## src/tcf_pkg.sv

```systemverilog
`default_nettype none
package tcf_pkg;

  localparam logic [7:0] T_IAC  = 8'd255;
  localparam logic [7:0] T_DONT = 8'd254;
  localparam logic [7:0] T_DO   = 8'd253;
  localparam logic [7:0] T_WONT = 8'd252;
  localparam logic [7:0] T_WILL = 8'd251;
  localparam logic [7:0] T_SB   = 8'd250;
  localparam logic [7:0] T_SE   = 8'd240;

  localparam logic [7:0] OPT_ECHO     = 8'd1;
  localparam logic [7:0] OPT_TIMING   = 8'd6;
  localparam logic [7:0] OPT_TERMTYPE = 8'd24;
  localparam logic [7:0] SUB_SEND     = 8'd1;

  localparam int SKIP_ECHO_BIT  = 0;
  localparam int SKIP_REPLY_BIT = 1;

  localparam logic CFG_IDX_SKIP = 1'b0;
  localparam logic CFG_IDX_RAW  = 1'b1;

  typedef enum logic [1:0] {
    ACT_NONE  = 2'd0,
    ACT_DATA  = 2'd1,
    ACT_REPLY = 2'd2,
    ACT_TTYPE = 2'd3
  } action_t;

  typedef enum logic [4:0] {
    PS_DATA   = 5'b00001,
    PS_IAC    = 5'b00010,
    PS_OPT    = 5'b00100,
    PS_SUB    = 5'b01000,
    PS_SUBIAC = 5'b10000
  } parse_state_t;

  typedef struct packed {
    logic [1:0] skip_flags;
    logic       raw_mode;
  } cfg_t;

  typedef struct packed {
    action_t    action;
    logic [7:0] data_byte;
    logic [7:0] reply_cmd;
    logic [7:0] reply_opt;
    logic       echo_remote;
  } result_t;

endpackage
`default_nettype wire

```

## src/tcf_cfg_regs.sv

```systemverilog
`default_nettype none
module tcf_cfg_regs (
  input  wire logic        clk,
  input  wire logic        rst_n,
  input  wire logic        cfg_valid,
  output logic             cfg_ready,
  input  wire logic        cfg_index,
  input  wire logic [1:0]  cfg_wdata,
  output tcf_pkg::cfg_t    cfg
);
  import tcf_pkg::*;

  cfg_t cfg_r;

  assign cfg_ready = 1'b1;
  assign cfg       = cfg_r;

  always_ff @(posedge clk) begin
    if (!rst_n) begin
      cfg_r <= '0;
    end else if (cfg_valid && cfg_ready) begin
      unique case (cfg_index)
        CFG_IDX_SKIP: cfg_r.skip_flags <= cfg_wdata;
        CFG_IDX_RAW:  cfg_r.raw_mode   <= cfg_wdata[0];
        default:      cfg_r            <= cfg_r;
      endcase
    end
  end

endmodule
`default_nettype wire

```

## src/tcf_parser.sv

```systemverilog
`default_nettype none
module tcf_parser (
  input  wire logic        clk,
  input  wire logic        rst_n,
  input  wire logic        step_en,
  input  wire logic [7:0]  rx_byte,
  input  wire tcf_pkg::cfg_t cfg,
  output tcf_pkg::result_t res
);
  import tcf_pkg::*;

  parse_state_t state_r, state_nxt;
  logic [7:0]   held_cmd_r, held_cmd_nxt;
  logic [7:0]   sub_opt_r, sub_opt_nxt;
  logic [7:0]   sub_first_r, sub_first_nxt;
  logic [1:0]   sub_pos_r, sub_pos_nxt;
  logic         echo_r, echo_nxt;
  logic         skip_echo, skip_reply;

  assign skip_echo  = cfg.skip_flags[SKIP_ECHO_BIT];
  assign skip_reply = cfg.skip_flags[SKIP_REPLY_BIT];

  always_comb begin
    state_nxt     = PS_DATA;
    held_cmd_nxt  = held_cmd_r;
    sub_opt_nxt   = sub_opt_r;
    sub_first_nxt = sub_first_r;
    sub_pos_nxt   = sub_pos_r;
    echo_nxt      = echo_r;
    res           = '0;
    res.action    = ACT_NONE;

    unique case (state_r)
      PS_IAC: begin
        if (rx_byte == T_IAC) begin
          res.action    = ACT_DATA;
          res.data_byte = T_IAC;
        end else if (rx_byte == T_SB) begin
          sub_opt_nxt   = '0;
          sub_first_nxt = '0;
          sub_pos_nxt   = '0;
          state_nxt     = PS_SUB;
        end else if (rx_byte >= T_WILL) begin
          held_cmd_nxt = rx_byte;
          state_nxt    = PS_OPT;
        end
      end
      PS_OPT: begin
        if (held_cmd_r == T_DO) begin
          if (!skip_reply) begin
            res.action    = ACT_REPLY;
            res.reply_opt = rx_byte;
            res.reply_cmd = (rx_byte == OPT_TERMTYPE && cfg.raw_mode) ? T_WILL : T_WONT;
          end
        end else if (held_cmd_r == T_WILL) begin
          if (rx_byte == OPT_ECHO) begin
            if (!skip_echo) echo_nxt = 1'b1;
          end else if (rx_byte != OPT_TIMING) begin
            res.action    = ACT_REPLY;
            res.reply_cmd = T_DONT;
            res.reply_opt = rx_byte;
          end
        end else if (held_cmd_r == T_WONT) begin
          if (rx_byte == OPT_ECHO && !skip_echo) begin
            echo_nxt = 1'b0;
            if (!skip_reply) res.action = ACT_TTYPE;
          end
        end
      end
      PS_SUB, PS_SUBIAC: begin
        if (state_r == PS_SUB && rx_byte == T_IAC) begin
          state_nxt = PS_SUBIAC;
        end else if (state_r == PS_SUB || rx_byte == T_IAC) begin
          // body byte
          state_nxt = PS_SUB;
          if (sub_pos_r == 2'd0) sub_opt_nxt = rx_byte;
          else if (sub_pos_r == 2'd1) sub_first_nxt = rx_byte;
          if (sub_pos_r != 2'd3) sub_pos_nxt = sub_pos_r + 2'd1;
        end else if (rx_byte == T_SE) begin
          if (sub_pos_r >= 2'd2 && sub_opt_r == OPT_TERMTYPE && sub_first_r == SUB_SEND)
            res.action = ACT_TTYPE;
        end
      end
      default: begin
        if (rx_byte == T_IAC) begin
          state_nxt = PS_IAC;
        end else if (rx_byte != 8'd0) begin
          res.action    = ACT_DATA;
          res.data_byte = rx_byte;
        end
      end
    endcase

    res.echo_remote = echo_nxt;
  end

  always_ff @(posedge clk) begin
    if (!rst_n) begin
      state_r     <= PS_DATA;
      held_cmd_r  <= '0;
      sub_opt_r   <= '0;
      sub_first_r <= '0;
      sub_pos_r   <= '0;
      echo_r      <= 1'b0;
    end else if (step_en) begin
      state_r     <= state_nxt;
      held_cmd_r  <= held_cmd_nxt;
      sub_opt_r   <= sub_opt_nxt;
      sub_first_r <= sub_first_nxt;
      sub_pos_r   <= sub_pos_nxt;
      echo_r      <= echo_nxt;
    end
  end

endmodule
`default_nettype wire

```

## src/telnet_command_filter.sv

```systemverilog
// channel   direction  handshake            payload
// in_       input      in_valid / in_stall   in_rx_byte
// out_      output     out_valid / out_stall out_action, out_data_byte, out_reply_cmd,
//                                            out_reply_opt, out_echo_remote
// cfg_      input      cfg_valid / cfg_ready cfg_index, cfg_wdata
//
// one beat in and one beat out per cycle while out_stall is low; each beat passes
// through the input register, then the parser step into the output register
// synchronous active-low reset clears parse state, config and valid flags
// out_stall holds the output register; the input register then fills and in_stall rises
`default_nettype none
module telnet_command_filter (
  input  wire logic       clk,
  input  wire logic       rst_n,
  input  wire logic       in_valid,
  output logic            in_stall,
  input  wire logic [7:0] in_rx_byte,
  output logic            out_valid,
  input  wire logic       out_stall,
  output logic [1:0]      out_action,
  output logic [7:0]      out_data_byte,
  output logic [7:0]      out_reply_cmd,
  output logic [7:0]      out_reply_opt,
  output logic            out_echo_remote,
  input  wire logic       cfg_valid,
  output logic            cfg_ready,
  input  wire logic       cfg_index,
  input  wire logic [1:0] cfg_wdata
);
  import tcf_pkg::*;

  cfg_t       cfg;
  result_t    res;
  logic       s1_valid_r;
  logic [7:0] s1_byte_r;
  logic       out_valid_r;
  result_t    out_r;
  logic       out_free, s1_move, s1_load;

  tcf_cfg_regs u_cfg (
    .clk       (clk),
    .rst_n     (rst_n),
    .cfg_valid (cfg_valid),
    .cfg_ready (cfg_ready),
    .cfg_index (cfg_index),
    .cfg_wdata (cfg_wdata),
    .cfg       (cfg)
  );

  tcf_parser u_parser (
    .clk     (clk),
    .rst_n   (rst_n),
    .step_en (s1_move),
    .rx_byte (s1_byte_r),
    .cfg     (cfg),
    .res     (res)
  );

  assign out_free = !out_valid_r || !out_stall;
  assign s1_move  = s1_valid_r && out_free;
  assign in_stall = s1_valid_r && !out_free;
  assign s1_load  = in_valid && !in_stall;

  always_ff @(posedge clk) begin
    if (!rst_n) begin
      s1_valid_r <= 1'b0;
    end else if (!s1_valid_r || out_free) begin
      s1_valid_r <= in_valid;
    end
  end

  always_ff @(posedge clk) begin
    if (s1_load) s1_byte_r <= in_rx_byte;
  end

  always_ff @(posedge clk) begin
    if (!rst_n) begin
      out_valid_r <= 1'b0;
    end else if (out_free) begin
      out_valid_r <= s1_valid_r;
    end
  end

  always_ff @(posedge clk) begin
    if (s1_move) out_r <= res;
  end

  assign out_valid       = out_valid_r;
  assign out_action      = out_r.action;
  assign out_data_byte   = out_r.data_byte;
  assign out_reply_cmd   = out_r.reply_cmd;
  assign out_reply_opt   = out_r.reply_opt;
  assign out_echo_remote = out_r.echo_remote;

endmodule
`default_nettype wire

```

## config.mk

```make
export PLATFORM = sky130hd
export DESIGN_NAME = telnet_command_filter
export DESIGN_NICKNAME = d
export VERILOG_FILES = /design/src/tcf_pkg.sv /design/src/tcf_cfg_regs.sv /design/src/tcf_parser.sv /design/src/telnet_command_filter.sv
export SDC_FILE = /design/constraint.sdc
export NUM_CORES = 1
export LEC_CHECK = 0
export ABC_AREA = 1
export BUFFER_PORTS_ARGS = -buffer_cell sky130_fd_sc_hd__buf_2
export CAP_MARGIN = 5
export CORE_MARGIN = 2
export CORE_UTILIZATION = 29
export CTS_CLUSTER_DIAMETER = 200
export CTS_CLUSTER_SIZE = 30
export DETAILED_ROUTE_END_ITERATION = 8
export PLACE_DENSITY = 0.46
export SETUP_SLACK_MARGIN = 0.1
export SYNTH_ARGS = -nofsm -noshare
export SYNTH_HDL_FRONTEND = slang
export SYNTH_SLANG_ARGS = --single-unit
```

## constraint.sdc

```tcl
create_clock -name clk -period 3.3 [get_ports clk]
set_input_delay 0.165 -clock clk [delete_from_list [all_inputs] [get_ports clk]]
set_output_delay 0.165 -clock clk [all_outputs]
set_load 0.02 [all_outputs]
```

# Word level (Yosys, flattened, before mapping)
# Cells that the tools add are included.
[totals]
reg_bits = 72
in_bits = 16
elab_cells = 129
[op_classes]
addsub = 1
magnitude_cmp = 2
n_eq_ne = 25
n_mux = 54
bitwise = 3
reduce_logical = 28
[op_table]
columns = ["cell", "count"]
rows = [
  ["2-to-1 mux 16 bit", 5],
  ["2-to-1 mux 8 bit", 9],
  ["equality test 8 bit, second input constant", 6],
  ["one-hot mux 8 bit (2 select lines)", 3],
  ["2-to-1 mux 2 bit", 18],
  ["2-to-1 mux 9 bit", 3],
  ["equality test 8 x 1 -> 1 bit, second input constant", 2],
  ["equality test 8 x 5 -> 1 bit, second input constant", 2],
  ["2-to-1 mux 5 bit", 3],
  ["one-hot mux 5 bit (3 select lines)", 1],
  ["AND reduction 7 bit", 2],
  ["!= test 2 x 1 -> 1 bit, second input constant", 5],
  [">= comparator 8 bit, second input constant", 1],
  ["logical AND 1 bit", 8],
  ["!= test 2 bit, second input constant", 4],
  ["!= test 8 x 3 -> 1 bit, second input constant", 1],
  ["AND reduction 8 bit", 1],
  ["nonzero test 8 bit", 1],
  ["2-to-1 mux 1 bit", 7],
  ["zero test 1 bit", 6],
  ["2-to-1 mux 3 bit", 2],
  ["one-hot mux 2 bit (3 select lines)", 1],
  ["equality test 5 x 2 -> 1 bit, second input constant", 1],
  ["equality test 5 x 3 -> 1 bit, second input constant", 1],
  ["15 further kinds", 20],
]

# Logic depth before layout (Yosys ltp)
# Gate-level depths: netlist (run 1).
[logic_depth]
depth_word = 8
depth_mapped = 12
depth_no_buf = 12

# Modules after synthesis
# A second synthesis (run 1) with hierarchy kept.
[hier_totals]
cells_unflattened = 420
area_unflattened_um2 = 3475.8
[modules_own_cells]
columns = ["mod", "n_inst", "cells_each", "area_per_inst_um2", "seq_area_each_um2"]
rows = [
  ["tcf_parser", 1, 350, 2187.1, 640.6],
  ["telnet_command_filter", 1, 48, 1146.1, 1091.0],
  ["tcf_cfg_regs", 1, 22, 142.6, 60.1],
]

# Worst setup path after synthesis (run 1)
# OpenSTA, ideal clock, no wires.
[synth_path]
path_type = "register to register"
from = "register s1_byte_r[4]"
to = "register u_parser.sub_first_r[1]"
setup_time_ps = 115
t_arrival_ps = 1656
slack_ps = 1529
path_stages_with_launch = 12
path_buffers = 1
cell_sequence = "edfxtp_1 > nand2_1 > nor2_4 > nand4_1 > ha_1 > nand3_1 > nand2_2 > nor2_4 > buf_6 > nand3_1 > nand2_1 > nor2_1"
[synth_via]
elab_chain_cells = 4
word_cells_on_any_way = 9
[synth_lines]
columns = ["element", "line", "source"]
rows = [
  ["from (decl)", "telnet_command_filter.sv:35", "logic [7:0] s1_byte_r;"],
  ["from (signal assigned)", "telnet_command_filter.sv:73", "if (s1_load) s1_byte_r <= in_rx_byte;"],
  ["equality test 8 bit", "tcf_parser.sv:35, tcf_parser.sv:71, tcf_parser.sv:73", ""],
  ["logical AND 1 bit or logical OR 1 bit (tied branches)", "tcf_parser.sv:71, tcf_parser.sv:73", ""],
  ["!= test 2 bit (no line) or != test 2 x 1 -> 1 bit (tied branches)", "-", ""],
  ["AND reduction 8 bit (no line) *", "-", ""],
  ["to (signal assigned)", "tcf_parser.sv:109", "sub_first_r <= sub_first_nxt;"],
  ["to (decl)", "tcf_parser.sv:15", "logic [7:0] sub_first_r, sub_first_nxt;"],
]
# Mark *: on every way between the ends. The rest lies on a longest branch, timed or not.
# A chain may end at the register's enable or synchronous reset.

# Final worst setup path (run 1)
[layout_path]
from = "register s1_byte_r[5]"
to = "register u_parser.sub_first_r[5]"
[layout_via]
elab_chain_cells = 5
word_cells_on_any_way = 14
[layout_lines]
columns = ["element"]
rows = [
  ["parallel branches: the longest is 5 deep, another holds equality test 8 bit"],
]
# Parallel ways; which one is timed is not known. The select of a mux whose other input is x is not followed.

==> flow_summary.yaml, run 1 <==
outcome:
  status: "finished, final reports clean"
global_route:
  antenna_found_initial: 0
  overflow: 0
  grtUsageTotal_pct: 13.3
  grt_max_degree: 41
  grt_pass1_wl_um: 13000
  grt_pass1_vias: 2662
worst_setup_path:
  critPathMaxStageDelay_ps: 680
  critPathLaunchType: "flip-flop"
  crit_fanout: 13
  cp_cell_sequence: "nand2_1 -> nor2_4 -> nand2_1 -> nor2_2 -> ha_1 -> o21ai_1 -> nand3_1 -> nor2_1 -> nor2_1"
  ff2ff_setup_slack_ps: 970
  path_class: "reg -> reg"
  rr_worst_depth: 9
  r2r-end: "u_parser.sub_first_r[5]$_SDFFE_PN0P_"
  reg2reg_from: "s1_byte_r[5]$_DFFE_PP_"
  crit_required_ps: 3520
  crit_slowest_cell: "o21ai_1"
  cp_top_family: "simple AND/OR/NAND/NOR gates"
  critPathBufInv: 0
  crit_path_end_kind: "flip-flop"
  cp.arrival_ps: 2560
clock_tree:
  tritoncts: "done"
  clkLatencyLatePin_ps: 340
  clock_path_buffers: 2
  cts_made_buffers: 9
  root_buffer: "clkbuf_16"
  htreeDepth: 3
  cts_sinks: 68
  cts_setup_buffers: 0
  cts.reportedPaths.clkPinSlew_ps: 60
sta:
  post-route-period-util_pct: 70.7
  slew_headroom_pct: 44.4
  setup_tns_ps: 0
  hold_slack_ps: 93.7
  hold_violations: 0
  rsz0062_at_grt: "no"
  final_max_slew_viol_count: 0
  max_freq_ghz: 0.429
  period_minus_slack_ps: 2330
  tightest_slew_ps: 828
  finalSetupViolCount: 0
  finClkSkew_ps: 6.64
power_and_ir_drop:
  total_leakage_power_nw: 1.76
  p_per_area_nw_per_um2: 510
  ir_drop_v: 0.000172
final_layout:
  drive_gt1_share_pct: 15.9
  area_delta_synth_final_pct: 21.0
  final_cell_mix: "88 x nand2_1, 66 x nor2_1, 62 x inv_1"
  nets: 497
  insertedDiodeCount: 0
  stdcell_count: 622
  mostFrequentLayoutCell: "nand2_1"
drt:
  first_pass_iters: 4
  routedWlPerCell_um: 12.5
  routedLengthMet1_um: 3860
  dr_wl_met2_um: 3330
  drtAntennaViolNets: 0
  drt_iter0_markers: 124
  routed_wl_um: 7770
  drc: 0
  vias_per_cell: 4.46
  routed.top_layer: "met4"
  vias: 2772
  wl_met3_um: 432
synthesis:
  synthFlopType: "dfxtp_1"
  synth_top_area_cell: "edfxtp_1"
  avgSynthCellArea_um2: 7.86
  synth_top_area_share_pct: 27.9
  yosys.area_share.simple_pct: 28.6
  synth-warning-count: 0
  synth_xor_area_share_pct: 0
  synth_top_family_by_area: "simple AND/OR/NAND/NOR gates"
  synth_area_um2: 3330
  synthArstFlopShare_pct: 0
  synth_edf_count: 31
  synth_compound_gate_area_share_pct: 8.26
  syn_inst: 424
  yosys-top-cells-area: "edfxtp_1 28%, dfxtp_1 22%, nand2_1 9.9%, nor2_1 7.4%, inv_1 7.0%"
  seq_area_frac_synth_pct: 50.2
  ys_ff_latch: 68
  muxShareOfSynthArea_pct: 0
  synthAdderAreaFrac_pct: 2.63
  synth_fp_nets: 447
  synth.distinct_cells: 30
floorplanning:
  start_util_pct: 29.4
  pin_count: 46
  coreArea_um2: 11300
  die_h_um: 111
  dieWidth_um: 111
  dieArea_um2: 12400
  rows: 39
worst_hold_path:
  whs_path_depth: 3
  hp-class: "in -> reg"
  min_from: "in_valid"
  min_to: "s1_valid_r$_SDFFE_PN0N_"
place:
  dp.cells: 598
  place.gp.congestion: 0.828
  io_buffers: 44
  dp_hpwl_um: 5750
run:
  drv_cap: 0
[how the worst max path moves through the flow]
| stage | start | end | slack, ps | cells past startpoint |
|---|---|---|---|---|
| global placement | s1_byte_r[1]$_DFFE_PP_ | u_parser.sub_first_r[0]$_SDFFE_PN0P_ | 1170 | 10 |
| global route | s1_byte_r[5]$_DFFE_PP_ | u_parser.sub_first_r[5]$_SDFFE_PN0P_ | 720 | 9 |
| CTS | s1_byte_r[5]$_DFFE_PP_ | u_parser.sub_first_r[5]$_SDFFE_PN0P_ | 990 | 9 |
| floorplan | s1_byte_r[4]$_DFFE_PP_ | u_parser.sub_first_r[1]$_SDFFE_PN0P_ | 1530 | 11 |
| detailed placement | s1_byte_r[5]$_DFFE_PP_ | u_parser.sub_first_r[5]$_SDFFE_PN0P_ | 1000 | 9 |
| finish | s1_byte_r[5]$_DFFE_PP_ | u_parser.sub_first_r[5]$_SDFFE_PN0P_ | 970 | 9 |
[metrics by stage]
stage	util [%]	worst slack, ps	total power [mW]	area [um2]
detailed placement	32.2	999	1.08	3640
global route	35.6	720	2.14	4030
CTS	35.6	986	2.09	4030
finish	35.6	968	2.06	4030
global placement	32.2	1170	1.08	3640
floorplan	-	1530	1.04	3330
[worst reg2reg max path, delay by kind of cell (launching register included)]
family,cells,cell delay [ps]
AOI/OAI and AO/OA,1,680
and+or+nand+nor,7,830
DFF,1,450
adders and majority gates,1,260
[flip-flops by register name, summed over array words and instances (netlist names)]
register	count
u_parser.state_r	5
out_action	2
out_data_byte	8
u_parser.echo_r	1
out_reply_opt	8
out_valid	1
u_parser.sub_pos_r	2
u_cfg.cfg	3
u_parser.sub_opt_r	8
u_parser.sub_first_r	8
s1_byte_r	8
u_parser.held_cmd_r	8
s1_valid_r	1
out_reply_cmd	4
out_echo_remote	1
[cell type report]
| class | instances | area (um2) |
|---|---|---|
| fill | 1232 | 7290 |
| sequential | 68 | 1670 |
| multi-input combinational | 277 | 1320 |
| timing repair buffer | 53 | 308 |
| clock buffer | 11 | 253 |
| inverter | 65 | 244 |
| tap | 143 | 179 |
| clock inverter | 5 | 57.6 |
[kinds of logic after synthesis]
| family | count (synthesis) |
|---|---|
| AO/OA/AOI/OAI | 52 |
| adder cells (fa/ha/maj) | 7 |
| buffers and inverters | 79 |
| flip-flops | 68 |
| other | 1 |
| AND/OR/NAND/NOR | 217 |
[power breakdown]
group	internal, mW	leakage, nW	switching, mW
clock	0.627	0.152	0.359
combinational	0.0452	1.03	0.0980
sequential	0.913	0.583	0.0149
total	1.59	1.76	0.472
[cells in the mapped netlist (6+ instances only)]
master	n
a21oi_1	26
dfxtp_1	37
nand2_1	88
ha_1	7
inv_1	62
nor2_1	66
edfxtp_1	31
o21ai_0	19
buf_2	6
nand3_1	33
nor3_1	7
[layer usage]
layer  global-route usage [%]  vias up
met4                     5.68        0
li1                         -     1458
met5                        0        -
met1                     18.2     1230
met3                     3.83       11
met2                     19.7       73
[repair_timing]
action                    in CTS  in global routing
resized for setup              0                  0
hold endpoints to repair       8                  0
hold buffers                   8                  0
No activity file was read; power rests on OpenSTA's default activity.
==> run 2: changes to the inputs <==
- clock period: 3.3 -> 2.25 ns (I/O delays scaled with it)
==> run 2 against run 1 <==
Effect of this change:
- clock-buffer cell count up 4
- combinational power is 55% higher
- sequential share of layout area is 0.70 points lower
- worst hold slack worse by 43 ps
- highest routed layer unchanged
- utilization increased by 0.61 points
- non-clock buffer count rose by 10
- clock skew increased by 0.85 ps
==> flow_summary.yaml, run 2 (synthesis results as in run 1) <==
global_route:
  grt_pass1_wl_um: 13000
  overflow: 0
  grtUsageTotal_pct: 13.3
  antenna_found_initial: 0
  grt_pass1_vias: 2681
  grt_max_degree: 39
floorplanning:
  die_h_um: 111
  start_util_pct: 29.4
  coreArea_um2: 11300
  rows: 39
  pin_count: 46
  dieWidth_um: 111
  dieArea_um2: 12400
worst_setup_path:
  crit_path_end_kind: "flip-flop"
  cp_cell_sequence: "nand2_1 -> nor2_4 -> nand2_1 -> nor2_2 -> ha_1 -> buf_4 -> nor2_1 -> nand3b_1 -> nor2_1 -> nand3_1 -> nand3_1"
  critPathMaxStageDelay_ps: 390
  path_class: "reg -> reg"
  cp.arrival_ps: 2010
  crit_required_ps: 2330
  crit_slowest_cell: "edfxtp_1"
  critPathLaunchType: "flip-flop"
  crit_fanout: 5
clock_tree:
  clkLatencyLatePin_ps: 330
  cts.reportedPaths.clkPinSlew_ps: 50
  tritoncts: "done"
  root_buffer: "clkbuf_16"
  cts_made_buffers: 9
  htreeDepth: 3
  cts_sinks: 68
  clock_path_buffers: 2
drt:
  drc: 0
  routed_wl_um: 7670
  drt_iter0_markers: 153
  vias_per_cell: 4.44
  routedWlPerCell_um: 12.1
  drtAntennaViolNets: 0
  vias: 2807
  first_pass_iters: 4
place:
  dpl-instance-area_um2: 3710
  dp_slack_ps: 267
  dp_hpwl_um: 5790
  dp.cells: 606
  place.gp.congestion: 0.861
  io_buffers: 44
final_layout:
  area_delta_synth_final_pct: 23.1
  mostFrequentLayoutCell: "nand2_1"
  fillCellCount: 1206
  fin_area_um2: 4100
  drive_gt1_share_pct: 16.8
  nets: 507
  insertedDiodeCount: 0
  ff_latch_area_um2: 1670
  final_cell_mix: "88 x nand2_1, 65 x nor2_1, 62 x inv_1"
  final_util_pct: 36.2
  multi_input_area_um2: 1320
  stdcell_count: 632
power_and_ir_drop:
  total_leakage_power_nw: 1.79
  p_per_area_nw_per_um2: 702
  p_seq_share_pct: 47.3
  p_total_mw: 2.88
  combPwrFrac_pct: 7.7
  p_int_mw: 2.23
  ir_drop_v: 0.000306
  net-switching-power_mw: 0.649
  clkPwrFrac_pct: 45.0
  switching_share_pct: 22.6
sta:
  hold_slack_ps: 50.8
  final_max_slew_viol_count: 0
  max_freq_ghz: 0.519
  post-route-period-util_pct: 85.7
  finalSetupViolCount: 0
  period_minus_slack_ps: 1930
  fin_ws_ps: 323
  setup_tns_ps: 0
  finClkSkew_ps: 7.49
  hold_violations: 0
  rsz0062_at_grt: "no"
worst_hold_path:
  hp-class: "in -> reg"
outcome:
  status: "finished, final reports clean"
run:
  drv_cap: 0
[run 2: timing repair]
item                                   4_1_cts  5_1_grt
setup endpoints to repair                    0       16
endpoints found under the hold margin        8        0
resized for setup                            0        1
hold buffers                                 8        0
buffers inserted                             0        2
[run 2: critical path: cells and delay by family, from the launching register on]
| family | cells | cell delay [ps] |
|---|---|---|
| simple gates | 9 | 860 |
| buf+inv | 1 | 150 |
| flops | 1 | 390 |
| fa+ha+maj | 1 | 280 |
[run 2: final timing paths]
check                           slack (ps)                             endpoint                                start  cells past startpoint
worst min register to register         450  u_parser.held_cmd_r[5]$_SDFFE_PN0P_  u_parser.held_cmd_r[5]$_SDFFE_PN0P_                      2
worst max-delay path                   320              out_action[0]$_DFFE_PP_               s1_byte_r[7]$_DFFE_PP_                     11
worst min-delay path                    50              s1_valid_r$_SDFFE_PN0N_                             in_valid                      3
worst max register to register         320              out_action[0]$_DFFE_PP_               s1_byte_r[7]$_DFFE_PP_                     11
[run 2: power groups by stage]
stage | sequential (mW) | combinational [mW] | clock [mW]
2_1_floorplan | 1.41 | 0.113 | 0
3_3_place_gp | 1.39 | 0.210 | 0
3_5_place_dp | 1.39 | 0.210 | 0
4_1_cts | 1.36 | 0.221 | 1.33
5_1_grt | 1.37 | 0.246 | 1.40
6_report | 1.36 | 0.222 | 1.30
[run 2: cell type report]
type | instances | share of cell area, %
flip-flops and latches | 68 | 40.8
multi-input cells | 277 | 32.2
repair buffers | 63 | 9.95
clock buffers | 15 | 6.56
inverters | 65 | 5.95
well taps | 143 | 4.36
clock inverters | 1 | 0.183
[run 2: layer usage]
metal  GRT usage (%)  wire (um)  part of all wire [%]  vias up
met4            6.91        184                   2.4        0
met2            19.5       3250                    42       64
met1            18.5       3830                    50     1254
met3            2.73        404                   5.3       11
met5               0          0                     0        -
li1                -          -                     -     1478
